**config.mk**
```make
export PLATFORM = sky130hd
export DESIGN_NAME = plane_gated_second_min_range
export DESIGN_NICKNAME = d
export VERILOG_FILES = /design/src/hw/rtl/pgsm_pkg.sv /design/src/hw/rtl/pgsm_fifo.sv /design/src/hw/rtl/pgsm_front.sv /design/src/hw/rtl/pgsm_back.sv /design/src/hw/rtl/plane_gated_second_min_range.sv
export SDC_FILE = /design/constraint.sdc
export NUM_CORES = 2
export LEC_CHECK = 0
export BUFFER_PORTS_ARGS = -buffer_cell sky130_fd_sc_hd__buf_4
export CAP_MARGIN = 40
export CORE_UTILIZATION = 65
export CTS_BUF_LIST = sky130_fd_sc_hd__clkbuf_16
export CTS_CLUSTER_SIZE = 8
export DETAILED_ROUTE_END_ITERATION = 16
export PLACE_DENSITY = 0.89
export SKIP_LAST_GASP = 1
export SYNTH_ARGS = -nofsm -noshare
export SYNTH_HDL_FRONTEND = slang
export SYNTH_SLANG_ARGS = --single-unit
```
**constraint.sdc**
```tcl
create_clock -name clk -period 14.91 [get_ports clk]
set_clock_uncertainty 0.15 [all_clocks]
set_input_delay 2.982 -clock clk [delete_from_list [all_inputs] [get_ports clk]]
set_output_delay 2.982 -clock clk [all_outputs]
set_load 0.01 [all_outputs]
```
**src/hw/rtl/pgsm_pkg.sv**
```systemverilog
package pgsm_pkg;

  // Default coordinate width in bits
  localparam int COORD_BITS_DEFAULT = 16;

  // Depth of the queue between the classifier and the tracker
  localparam int MID_DEPTH_DEFAULT = 4;

  // Depth of the result queue
  localparam int OUT_DEPTH_DEFAULT = 2;

  // Configuration register map
  localparam int CFG_INDEX_BITS = 8;
  localparam int CFG_DATA_BITS  = 32;
  localparam logic [CFG_INDEX_BITS-1:0] REG_NORMAL_X     = 8'd0;
  localparam logic [CFG_INDEX_BITS-1:0] REG_NORMAL_Y     = 8'd1;
  localparam logic [CFG_INDEX_BITS-1:0] REG_NORMAL_Z     = 8'd2;
  localparam logic [CFG_INDEX_BITS-1:0] REG_PLANE_OFFSET = 8'd3;

  localparam int NORMAL_BITS = 16;
  localparam int OFFSET_BITS = 32;

  // Reset normal is straight up: 1.0 in Q1.14
  localparam logic signed [NORMAL_BITS-1:0] NORMAL_Z_RESET = 16'sd16384;

  // Saturating per-frame counters
  typedef logic [1:0] count_t;
  localparam count_t COUNT_ZERO = 2'd0;
  localparam count_t COUNT_ONE  = 2'd1;
  localparam count_t COUNT_SAT  = 2'd2;

  // Classification flags that travel with a depth through the queue
  typedef struct packed {
    logic kept;
    logic last;
  } flags_t;

  localparam int FLAGS_BITS = $bits(flags_t);

endpackage

```
**src/hw/rtl/pgsm_fifo.sv**
```systemverilog
module pgsm_fifo #(
  parameter int WIDTH = 8,
  parameter int DEPTH = 2
) (
  input  logic             clk,
  input  logic             rst,
  input  logic             push,
  input  logic [WIDTH-1:0] wdata,
  input  logic             pop,
  output logic [WIDTH-1:0] rdata,
  output logic             empty,
  output logic             full
);

  localparam int PTR_W = (DEPTH > 1) ? $clog2(DEPTH) : 1;
  localparam int CNT_W = $clog2(DEPTH + 1);
  localparam logic [PTR_W-1:0] PTR_LAST = PTR_W'(DEPTH - 1);
  localparam logic [CNT_W-1:0] CNT_FULL = CNT_W'(DEPTH);

  logic [WIDTH-1:0] mem [DEPTH];
  logic [PTR_W-1:0] wr_ptr;
  logic [PTR_W-1:0] rd_ptr;
  logic [CNT_W-1:0] count;
  logic             do_push;
  logic             do_pop;

  assign do_push = push && !full;
  assign do_pop  = pop && !empty;
  assign empty   = (count == '0);
  assign full    = (count == CNT_FULL);
  assign rdata   = mem[rd_ptr];

  always_ff @(posedge clk) begin
    if (rst) begin
      wr_ptr <= '0;
      rd_ptr <= '0;
      count  <= '0;
    end else begin
      if (do_push) begin
        wr_ptr <= (wr_ptr == PTR_LAST) ? '0 : wr_ptr + PTR_W'(1);
      end
      if (do_pop) begin
        rd_ptr <= (rd_ptr == PTR_LAST) ? '0 : rd_ptr + PTR_W'(1);
      end
      if (do_push && !do_pop) begin
        count <= count + CNT_W'(1);
      end else if (do_pop && !do_push) begin
        count <= count - CNT_W'(1);
      end
    end
  end

  always_ff @(posedge clk) begin
    if (do_push) begin
      mem[wr_ptr] <= wdata;
    end
  end

endmodule

```
**src/hw/rtl/pgsm_front.sv**
```systemverilog
module pgsm_front #(
  parameter int COORD_BITS = pgsm_pkg::COORD_BITS_DEFAULT
) (
  input  logic                                    clk,
  input  logic                                    rst,
  input  logic                                    take,
  input  logic signed [COORD_BITS-1:0]            point_x,
  input  logic signed [COORD_BITS-1:0]            point_y,
  input  logic signed [COORD_BITS-1:0]            point_z,
  input  logic                                    point_valid,
  input  logic                                    frame_last,
  input  logic signed [pgsm_pkg::NORMAL_BITS-1:0] normal_x,
  input  logic signed [pgsm_pkg::NORMAL_BITS-1:0] normal_y,
  input  logic signed [pgsm_pkg::NORMAL_BITS-1:0] normal_z,
  input  logic signed [pgsm_pkg::OFFSET_BITS-1:0] plane_offset,
  output logic                                    item_valid,
  output logic signed [COORD_BITS-1:0]            item_z,
  output pgsm_pkg::flags_t                        item_flags
);

  localparam int PROD_W = COORD_BITS + pgsm_pkg::NORMAL_BITS;
  // three products plus headroom, never narrower than the offset plus sign
  localparam int SUM_W  = PROD_W + 2;
  localparam int DOT_W  = (SUM_W > pgsm_pkg::OFFSET_BITS + 1) ? SUM_W
                                                              : pgsm_pkg::OFFSET_BITS + 1;

  // stage 1: products
  logic                         s1_vld;
  logic signed [PROD_W-1:0]     prod_x;
  logic signed [PROD_W-1:0]     prod_y;
  logic signed [PROD_W-1:0]     prod_z;
  logic signed [COORD_BITS-1:0] s1_z;
  logic                         s1_cand;
  logic                         s1_last;

  // stage 2: plane test result
  logic                         s2_vld;
  logic signed [COORD_BITS-1:0] s2_z;
  pgsm_pkg::flags_t             s2_flags;

  logic signed [DOT_W-1:0]      dot;
  logic signed [DOT_W-1:0]      offset_ext;
  logic                         above;

  always_ff @(posedge clk) begin
    if (rst) begin
      s1_vld <= 1'b0;
      s2_vld <= 1'b0;
    end else begin
      s1_vld <= take;
      s2_vld <= s1_vld;
    end
  end

  always_ff @(posedge clk) begin
    if (take) begin
      prod_x  <= PROD_W'(normal_x) * PROD_W'(point_x);
      prod_y  <= PROD_W'(normal_y) * PROD_W'(point_y);
      prod_z  <= PROD_W'(normal_z) * PROD_W'(point_z);
      s1_z    <= point_z;
      s1_cand <= point_valid && (point_z != '0);
      s1_last <= frame_last;
    end
  end

  assign dot        = DOT_W'(prod_x) + DOT_W'(prod_y) + DOT_W'(prod_z);
  assign offset_ext = DOT_W'(plane_offset);
  assign above      = (dot > offset_ext);

  always_ff @(posedge clk) begin
    if (s1_vld) begin
      s2_z          <= s1_z;
      s2_flags.kept <= s1_cand && above;
      s2_flags.last <= s1_last;
    end
  end

  assign item_valid = s2_vld;
  assign item_z     = s2_z;
  assign item_flags = s2_flags;

endmodule

```
**src/hw/rtl/pgsm_back.sv**
```systemverilog
module pgsm_back #(
  parameter int COORD_BITS = pgsm_pkg::COORD_BITS_DEFAULT
) (
  input  logic                         clk,
  input  logic                         rst,
  input  logic                         item_valid,
  input  logic signed [COORD_BITS-1:0] item_z,
  input  pgsm_pkg::flags_t             item_flags,
  input  logic                         res_ready,
  output logic                         item_take,
  output logic                         res_push,
  output logic signed [COORD_BITS-1:0] res_distance,
  output logic                         res_no_reading
);

  logic signed [COORD_BITS-1:0] smallest_depth;
  logic signed [COORD_BITS-1:0] second_depth;
  pgsm_pkg::count_t             kept_count;
  pgsm_pkg::count_t             point_count;

  logic signed [COORD_BITS-1:0] smallest_next;
  logic signed [COORD_BITS-1:0] second_next;
  pgsm_pkg::count_t             kept_next;
  pgsm_pkg::count_t             point_next;

  // a frame end needs room for its result
  assign item_take = item_valid && (!item_flags.last || res_ready);

  always_comb begin
    smallest_next = smallest_depth;
    second_next   = second_depth;
    kept_next     = kept_count;
    point_next    = (point_count == pgsm_pkg::COUNT_SAT) ? point_count
                                                          : point_count + pgsm_pkg::COUNT_ONE;
    if (item_flags.kept) begin
      priority if (kept_count == pgsm_pkg::COUNT_ZERO) begin
        smallest_next = item_z;
        kept_next     = pgsm_pkg::COUNT_ONE;
      end else if (kept_count == pgsm_pkg::COUNT_ONE) begin
        if (item_z < smallest_depth) begin
          second_next   = smallest_depth;
          smallest_next = item_z;
        end else begin
          second_next = item_z;
        end
        kept_next = pgsm_pkg::COUNT_SAT;
      end else begin
        if (item_z < smallest_depth) begin
          second_next   = smallest_depth;
          smallest_next = item_z;
        end else if (item_z < second_depth) begin
          second_next = item_z;
        end
      end
    end
  end

  assign res_push       = item_take && item_flags.last;
  assign res_no_reading = (point_next != pgsm_pkg::COUNT_SAT) ||
                          (kept_next != pgsm_pkg::COUNT_SAT);
  assign res_distance   = res_no_reading ? '0 : second_next;

  always_ff @(posedge clk) begin
    if (rst) begin
      smallest_depth <= '0;
      second_depth   <= '0;
      kept_count     <= pgsm_pkg::COUNT_ZERO;
      point_count    <= pgsm_pkg::COUNT_ZERO;
    end else if (item_take) begin
      if (item_flags.last) begin
        smallest_depth <= '0;
        second_depth   <= '0;
        kept_count     <= pgsm_pkg::COUNT_ZERO;
        point_count    <= pgsm_pkg::COUNT_ZERO;
      end else begin
        smallest_depth <= smallest_next;
        second_depth   <= second_next;
        kept_count     <= kept_next;
        point_count    <= point_next;
      end
    end
  end

endmodule

```
**src/hw/rtl/plane_gated_second_min_range.sv**
```systemverilog
// Channel   | Handshake                  | Payload
// ----------+----------------------------+-------------------------------------------
// points    | push / full                | point_x, point_y, point_z, point_valid, frame_last
// results   | empty / pop                | distance, no_reading
// config    | cfg_valid / cfg_ready      | cfg_index, cfg_data
//
// One point per cycle sustained while the result queue has room. A point runs
// through a two-stage classifier (three multiplies, then the sum and plane
// compare), a four-entry queue and a two-minimum tracker; the result is queued
// when the tracker takes the frame's last point. Sync active-high reset clears
// all control state and loads the register defaults (normal = +z). The classifier
// never stalls: full is raised from a credit count covering its stages and the
// queue. A full result queue stalls only the tracker on frame ends.
module plane_gated_second_min_range #(
  parameter int COORD_BITS = pgsm_pkg::COORD_BITS_DEFAULT,
  parameter int MID_DEPTH  = pgsm_pkg::MID_DEPTH_DEFAULT,
  parameter int OUT_DEPTH  = pgsm_pkg::OUT_DEPTH_DEFAULT
) (
  input  logic                                 clk,
  input  logic                                 rst,
  // points
  input  logic                                 push,
  output logic                                 full,
  input  logic signed [COORD_BITS-1:0]         point_x,
  input  logic signed [COORD_BITS-1:0]         point_y,
  input  logic signed [COORD_BITS-1:0]         point_z,
  input  logic                                 point_valid,
  input  logic                                 frame_last,
  // results
  output logic                                 empty,
  input  logic                                 pop,
  output logic signed [COORD_BITS-1:0]         distance,
  output logic                                 no_reading,
  // config writes
  input  logic                                 cfg_valid,
  output logic                                 cfg_ready,
  input  logic [pgsm_pkg::CFG_INDEX_BITS-1:0]  cfg_index,
  input  logic [pgsm_pkg::CFG_DATA_BITS-1:0]   cfg_data
);

  localparam int MID_W    = COORD_BITS + pgsm_pkg::FLAGS_BITS;
  localparam int OUT_W    = COORD_BITS + 1;
  localparam int CREDIT_W = $clog2(MID_DEPTH + 1);
  localparam logic [CREDIT_W-1:0] CREDIT_MAX = CREDIT_W'(MID_DEPTH);

  // ---------------------------------------------------------------------------
  // Configuration registers; cfg_ready is always high, so writes are never held off
  // ---------------------------------------------------------------------------
  logic signed [pgsm_pkg::NORMAL_BITS-1:0] normal_x;
  logic signed [pgsm_pkg::NORMAL_BITS-1:0] normal_y;
  logic signed [pgsm_pkg::NORMAL_BITS-1:0] normal_z;
  logic signed [pgsm_pkg::OFFSET_BITS-1:0] plane_offset;

  assign cfg_ready = 1'b1;

  always_ff @(posedge clk) begin
    if (rst) begin
      normal_x     <= '0;
      normal_y     <= '0;
      normal_z     <= pgsm_pkg::NORMAL_Z_RESET;
      plane_offset <= '0;
    end else if (cfg_valid && cfg_ready) begin
      unique case (cfg_index)
        pgsm_pkg::REG_NORMAL_X:     normal_x     <= cfg_data[pgsm_pkg::NORMAL_BITS-1:0];
        pgsm_pkg::REG_NORMAL_Y:     normal_y     <= cfg_data[pgsm_pkg::NORMAL_BITS-1:0];
        pgsm_pkg::REG_NORMAL_Z:     normal_z     <= cfg_data[pgsm_pkg::NORMAL_BITS-1:0];
        pgsm_pkg::REG_PLANE_OFFSET: plane_offset <= cfg_data;
        default: ;  // unmapped index: dropped
      endcase
    end
  end

  // ---------------------------------------------------------------------------
  // Input acceptance with credits: one credit per item in the classifier
  // stages or the middle queue, so the queue can never overflow.
  // ---------------------------------------------------------------------------
  logic                in_take;
  logic [CREDIT_W-1:0] credit;
  logic                mid_pop;

  assign full    = (credit == CREDIT_MAX);
  assign in_take = push && !full;

  always_ff @(posedge clk) begin
    if (rst) begin
      credit <= '0;
    end else if (in_take && !mid_pop) begin
      credit <= credit + CREDIT_W'(1);
    end else if (mid_pop && !in_take) begin
      credit <= credit - CREDIT_W'(1);
    end
  end

  // ---------------------------------------------------------------------------
  // Front: plane test and classification
  // ---------------------------------------------------------------------------
  logic                         fr_valid;
  logic signed [COORD_BITS-1:0] fr_z;
  pgsm_pkg::flags_t             fr_flags;

  pgsm_front #(
    .COORD_BITS (COORD_BITS)
  ) u_front (
    .clk          (clk),
    .rst          (rst),
    .take         (in_take),
    .point_x      (point_x),
    .point_y      (point_y),
    .point_z      (point_z),
    .point_valid  (point_valid),
    .frame_last   (frame_last),
    .normal_x     (normal_x),
    .normal_y     (normal_y),
    .normal_z     (normal_z),
    .plane_offset (plane_offset),
    .item_valid   (fr_valid),
    .item_z       (fr_z),
    .item_flags   (fr_flags)
  );

  // ---------------------------------------------------------------------------
  // Middle queue: classified depths waiting for the tracker
  // ---------------------------------------------------------------------------
  logic [MID_W-1:0]             mid_rdata;
  logic                         mid_empty;
  logic                         mid_full;
  logic signed [COORD_BITS-1:0] bk_z;
  pgsm_pkg::flags_t             bk_flags;

  pgsm_fifo #(
    .WIDTH (MID_W),
    .DEPTH (MID_DEPTH)
  ) u_mid_q (
    .clk   (clk),
    .rst   (rst),
    .push  (fr_valid),
    .wdata ({fr_z, fr_flags}),
    .pop   (mid_pop),
    .rdata (mid_rdata),
    .empty (mid_empty),
    .full  (mid_full)
  );

  assign bk_z     = mid_rdata[MID_W-1:pgsm_pkg::FLAGS_BITS];
  assign bk_flags = mid_rdata[pgsm_pkg::FLAGS_BITS-1:0];

  // ---------------------------------------------------------------------------
  // Back: running two-minimum tracker, emits on frame end
  // ---------------------------------------------------------------------------
  logic                         res_push;
  logic signed [COORD_BITS-1:0] res_distance;
  logic                         res_no_reading;
  logic                         out_full;

  pgsm_back #(
    .COORD_BITS (COORD_BITS)
  ) u_back (
    .clk            (clk),
    .rst            (rst),
    .item_valid     (!mid_empty),
    .item_z         (bk_z),
    .item_flags     (bk_flags),
    .res_ready      (!out_full),
    .item_take      (mid_pop),
    .res_push       (res_push),
    .res_distance   (res_distance),
    .res_no_reading (res_no_reading)
  );

  // ---------------------------------------------------------------------------
  // Result queue: parts the tracker from the consumer
  // ---------------------------------------------------------------------------
  logic [OUT_W-1:0] out_rdata;

  pgsm_fifo #(
    .WIDTH (OUT_W),
    .DEPTH (OUT_DEPTH)
  ) u_out_q (
    .clk   (clk),
    .rst   (rst),
    .push  (res_push),
    .wdata ({res_distance, res_no_reading}),
    .pop   (pop),
    .rdata (out_rdata),
    .empty (empty),
    .full  (out_full)
  );

  assign distance   = out_rdata[OUT_W-1:1];
  assign no_reading = out_rdata[0];

  // ---------------------------------------------------------------------------
  // Checks
  // ---------------------------------------------------------------------------
`ifndef ASSERT_OFF
  // credits bound the items in flight
  a_credit_bound: assert property (@(posedge clk) disable iff (rst)
    credit <= CREDIT_MAX)
    else $error("credit count above queue depth");

  // the classifier never delivers into a full middle queue
  a_mid_no_overflow: assert property (@(posedge clk) disable iff (rst)
    fr_valid |-> !mid_full)
    else $error("middle queue overflow");

  // a tracker result is only produced when the result queue has room
  a_out_no_overflow: assert property (@(posedge clk) disable iff (rst)
    res_push |-> !out_full)
    else $error("result queue overflow");

  // a no-reading result carries a zero distance
  a_no_reading_zero: assert property (@(posedge clk) disable iff (rst)
    (!empty && no_reading) |-> (distance == '0))
    else $error("no-reading result with nonzero distance");
`endif

endmodule

```
==> flow_metrics.py <==
metrics = {
    "placed_design": {
        "gp_congestion": 0.934,
        "post_dp_cell_area_mm2": 0.0479,
        "io_buffers": 113,
        "dp_hpwl_mm": 86.0,
    },
    "routing": {
        "wl_per_cell_um": 19.7,
        "detail-route-antenna-nets": 0,
        "vias": 33013,
        "dr.pass1.iters": 8,
        "drc": 0,
        "initialDrtViolationCount": 2823,
        "drt-total-wl_mm": 110,
        "routed_via_density": 5.88,
    },
    "die": {
        "core_area_mm2": 0.0701,
        "pin_count": 115,
        "die_area_mm2": 0.0720,
        "die_w_um": 268,
        "start_util": 0.658,
        "rows": 97,
        "fp.dieH_um": 268,
    },
    "worst_setup_path": {
        "cp-start-kind": "input port",
        "regToRegStartpoint": "normal_y[15]",
        "startpoint": "point_y[1]",
        "path_class": "in -> reg",
        "required_ns": 15.07,
        "path_max_fanout": 16,
        "worstSetupEndpointType": "flip-flop",
        "arrival_ns": 9.16,
    },
    "pwr": {
        "p_leak_nw": 23.8,
        "swShare": 0.365,
        "peakVddDrop_v": 0.000130,
        "seq_power_share": 0.332,
        "p_comb_frac": 0.396,
        "finalPower_w": 0.00400,
        "powerDensity_mw_per_mm2": 81.0,
        "internal-power_w": 0.00254,
        "power.switching_w": 0.00146,
        "clkPwrFrac": 0.272,
    },
    "grt": {
        "use_met2": 0.549,
        "overflow": 0,
        "grt_pass1_wl_mm": 182,
        "antenna_found_initial": 3,
        "grt_util_met3": 0.0526,
        "grt_usage": 0.323,
        "busiest_layer": "met2",
        "first_global_vias": 36376,
        "use_met1": 0.382,
        "grt_max_degree": 65,
    },
    "clock_tree": {
        "root_buffer": "clkbuf_16",
        "post_cts_buffers": 0,
        "cts.htree.levels": 2,
        "clock_latency_ns": 0.57,
        "cts_max_path_buffers": 3,
        "postCtsHoldBufs": 0,
        "cts_inserted_buffers": 53,
        "cts_resized": 0,
        "cts_tree": "yes",
        "path_clk_slew_ns": 0.05,
        "cts.sinks": 373,
    },
    "timing": {
        "grt_setup_unrepaired": "no",
        "finalMaxSlewViolations": 0,
        "fmax_ghz": 0.111,
        "hold_viol_final": 0,
        "setup_tns_ns": 0,
        "slew_headroom": 0.388,
        "setup_viol": 0,
        "layout_min_cycle_time_ns": 9.00,
        "final.period_utilization": 0.604,
        "worst_slew_pin_slew_ns": 0.917,
    },
    "synthesis": {
        "synth_seq_area_share": 0.214,
        "yosysTopAreaCell": "fa_1",
        "avgSynthCellArea_um2": 10.0,
        "synth_top_area_frac": 0.356,
        "synth-edff-count": 238,
        "netlist_instances": 4592,
        "synthArstFlopShare": 0,
        "synth_area_leaders": "fa_1 (36%), edfxtp_1 (15%), ha_1 (9.6%)",
        "synth_cell_types": 79,
        "synth.most_common_cell": "inv_1",
        "synth_commonest_cells": "inv_1 (965), fa_1 (821), nand2_1 (515), and2_1 (380), ha_1 (353)",
        "synth_flop_cell": "edfxtp_1",
        "yosys_warnings": 0,
        "syn_nets": 5861,
        "synth_area_mm2": 0.0461,
        "synth_seq_cells": 373,
    },
    "run_status": {
        "status": "finished clean",
    },
    "worst_hold_path": {
        "hp-start": "u_front.s1_z[9]",
        "hold_path_class": "reg -> reg",
    },
    "cells_and_area": {
        "final_cell_area_mm2": 0.0494,
        "final_layout_size_suffix_gt1_frac": 0.0524,
        "fin_nets": 5903,
        "area_growth_pct": 7.11,
        "fillers": 4660,
    },
    "flow_run": {
        "cap_violations": 0,
    },
}
[per-stage QoR]
step	hold slack (ns)	util	setup WS, ns	instances
2_1_floorplan	0.250	-	4.94	4592
3_3_place_gp	0.252	0.680	5.66	5507
3_5_place_dp	0.260	0.682	5.43	5518
4_1_cts	0.273	0.704	6.01	5614
5_1_grt	0.282	0.704	5.69	5616
6_report	0.273	0.704	5.91	5618
[critical path: stages]
cell	delay [ns]
buf_4	0.17
nand2_1	0.13
inv_1	0.11
fa_1	0.67
fa_1	0.95
fa_1	0.55
fa_1	0.51
fa_1	0.50
inv_1	0.05
fa_1	0.47
inv_1	0.04
ha_1	0.39
nand3_1	0.14
or2_0	0.22
nor4_1	0.50
o221ai_1	0.23
a21boi_1	0.23
o21ai_1	0.13
nand3_1	0.10
o311ai_1	0.10
[power by group through the flow]
stage	combinational (W)	sequential, W	clock, W
after floorplan	0.00112	0.00132	0
after global placement	0.00143	0.00134	0
after detailed placement	0.00152	0.00135	0
after CTS	0.00156	0.00133	0.00109
after global routing	0.00176	0.00134	0.00113
final	0.00159	0.00133	0.00109
[kinds of logic (layout without fill, tap and decap cells)]
group,count (synthesis),count (layout),share of synthesized area
AO/OA/AOI/OAI,465,465,0.0636
buffers and inverters,1117,1200,0.0912
XOR/XNOR,138,138,0.0262
multiplexers,86,86,0.0238
flip-flops,373,373,0.214
adder cells (fa/ha/maj),1174,1174,0.452
AND/OR/NAND/NOR,1238,1238,0.130
other,1,4,0.0000813
[area by class of cell]
cell class	instances	area (um2)	share of cell area
clock buffer	53	1330	0.0268
sequential	373	9850	0.199
clock inverter	43	198	0.00400
multi-input combinational	3102	32100	0.649
inverter	965	3620	0.0733
timing repair buffer	139	1140	0.0231
tap	940	1180	0.0238
antenna	3	7.51	0.000152
[placed cells by master, fill, tap and decap left out, types with 9 or more instances in the layout]
cell       Yosys  layout
a211oi_1      15      15
and3_1        10      10
dfxtp_1      135     135
nand4_1       19      19
o21ai_1       42      42
a21oi_1      178     178
nor3_1        17      17
or3_1          9       9
o211ai_1      12      12
o21bai_1      11      11
and2_1       380     380
a22oi_1       18      18
nor2_1       177     177
mux2_2        18      18
mux4_2        17      17
nand3_1       40      40
inv_1        965    1003
a21o_1        58      58
nand2b_1      32      32
nor2b_1       15      14
mux2i_1       51      51
o21a_1        26      26
ha_1         353     353
nand2_1      515     515
o21ai_0       40      40
fa_1         821     821
xor2_1        36      36
clkbuf_16      0      53
xnor2_1      102     102
edfxtp_1     238     238
buf_4          1     129
[per-layer routing]
layer	wire, um	share of wire
met5	14	0.00013
met4	8220	0.074
met3	9110	0.083
met2	54400	0.49
met1	38700	0.35
[registers in the layout (all words and copies together) (netlist names), 2 cells and up, named ones only]
signal / count
normal_x: 16
u_back.smallest_depth: 16
u_mid_q.rd_ptr: 2
u_front.s1_z: 16
u_out_q.count: 2
u_back.kept_count: 2
u_mid_q.count: 3
u_out_q.mem: 34
plane_offset: 32
u_front.prod_z: 32
u_front.item_z: 16
u_front.prod_x: 32
normal_y: 16
u_front.prod_y: 32
u_back.point_count: 2
credit: 3
normal_z: 16
u_mid_q.mem: 72
u_mid_q.wr_ptr: 2
u_back.second_depth: 16
u_front.item_flags: 2
[final timing paths]
check / cells after the start / slack (ns) / endpoint
hold reg to reg: 0 / 0.27 / u_front.item_z[9]
setup / recovery: 20 / 5.91 / u_front.prod_y[30]
hold / removal: 0 / 0.27 / u_front.item_z[9]
setup reg to reg: 19 / 7.64 / u_front.prod_y[30]
Power figures use the tool's default switching activity.
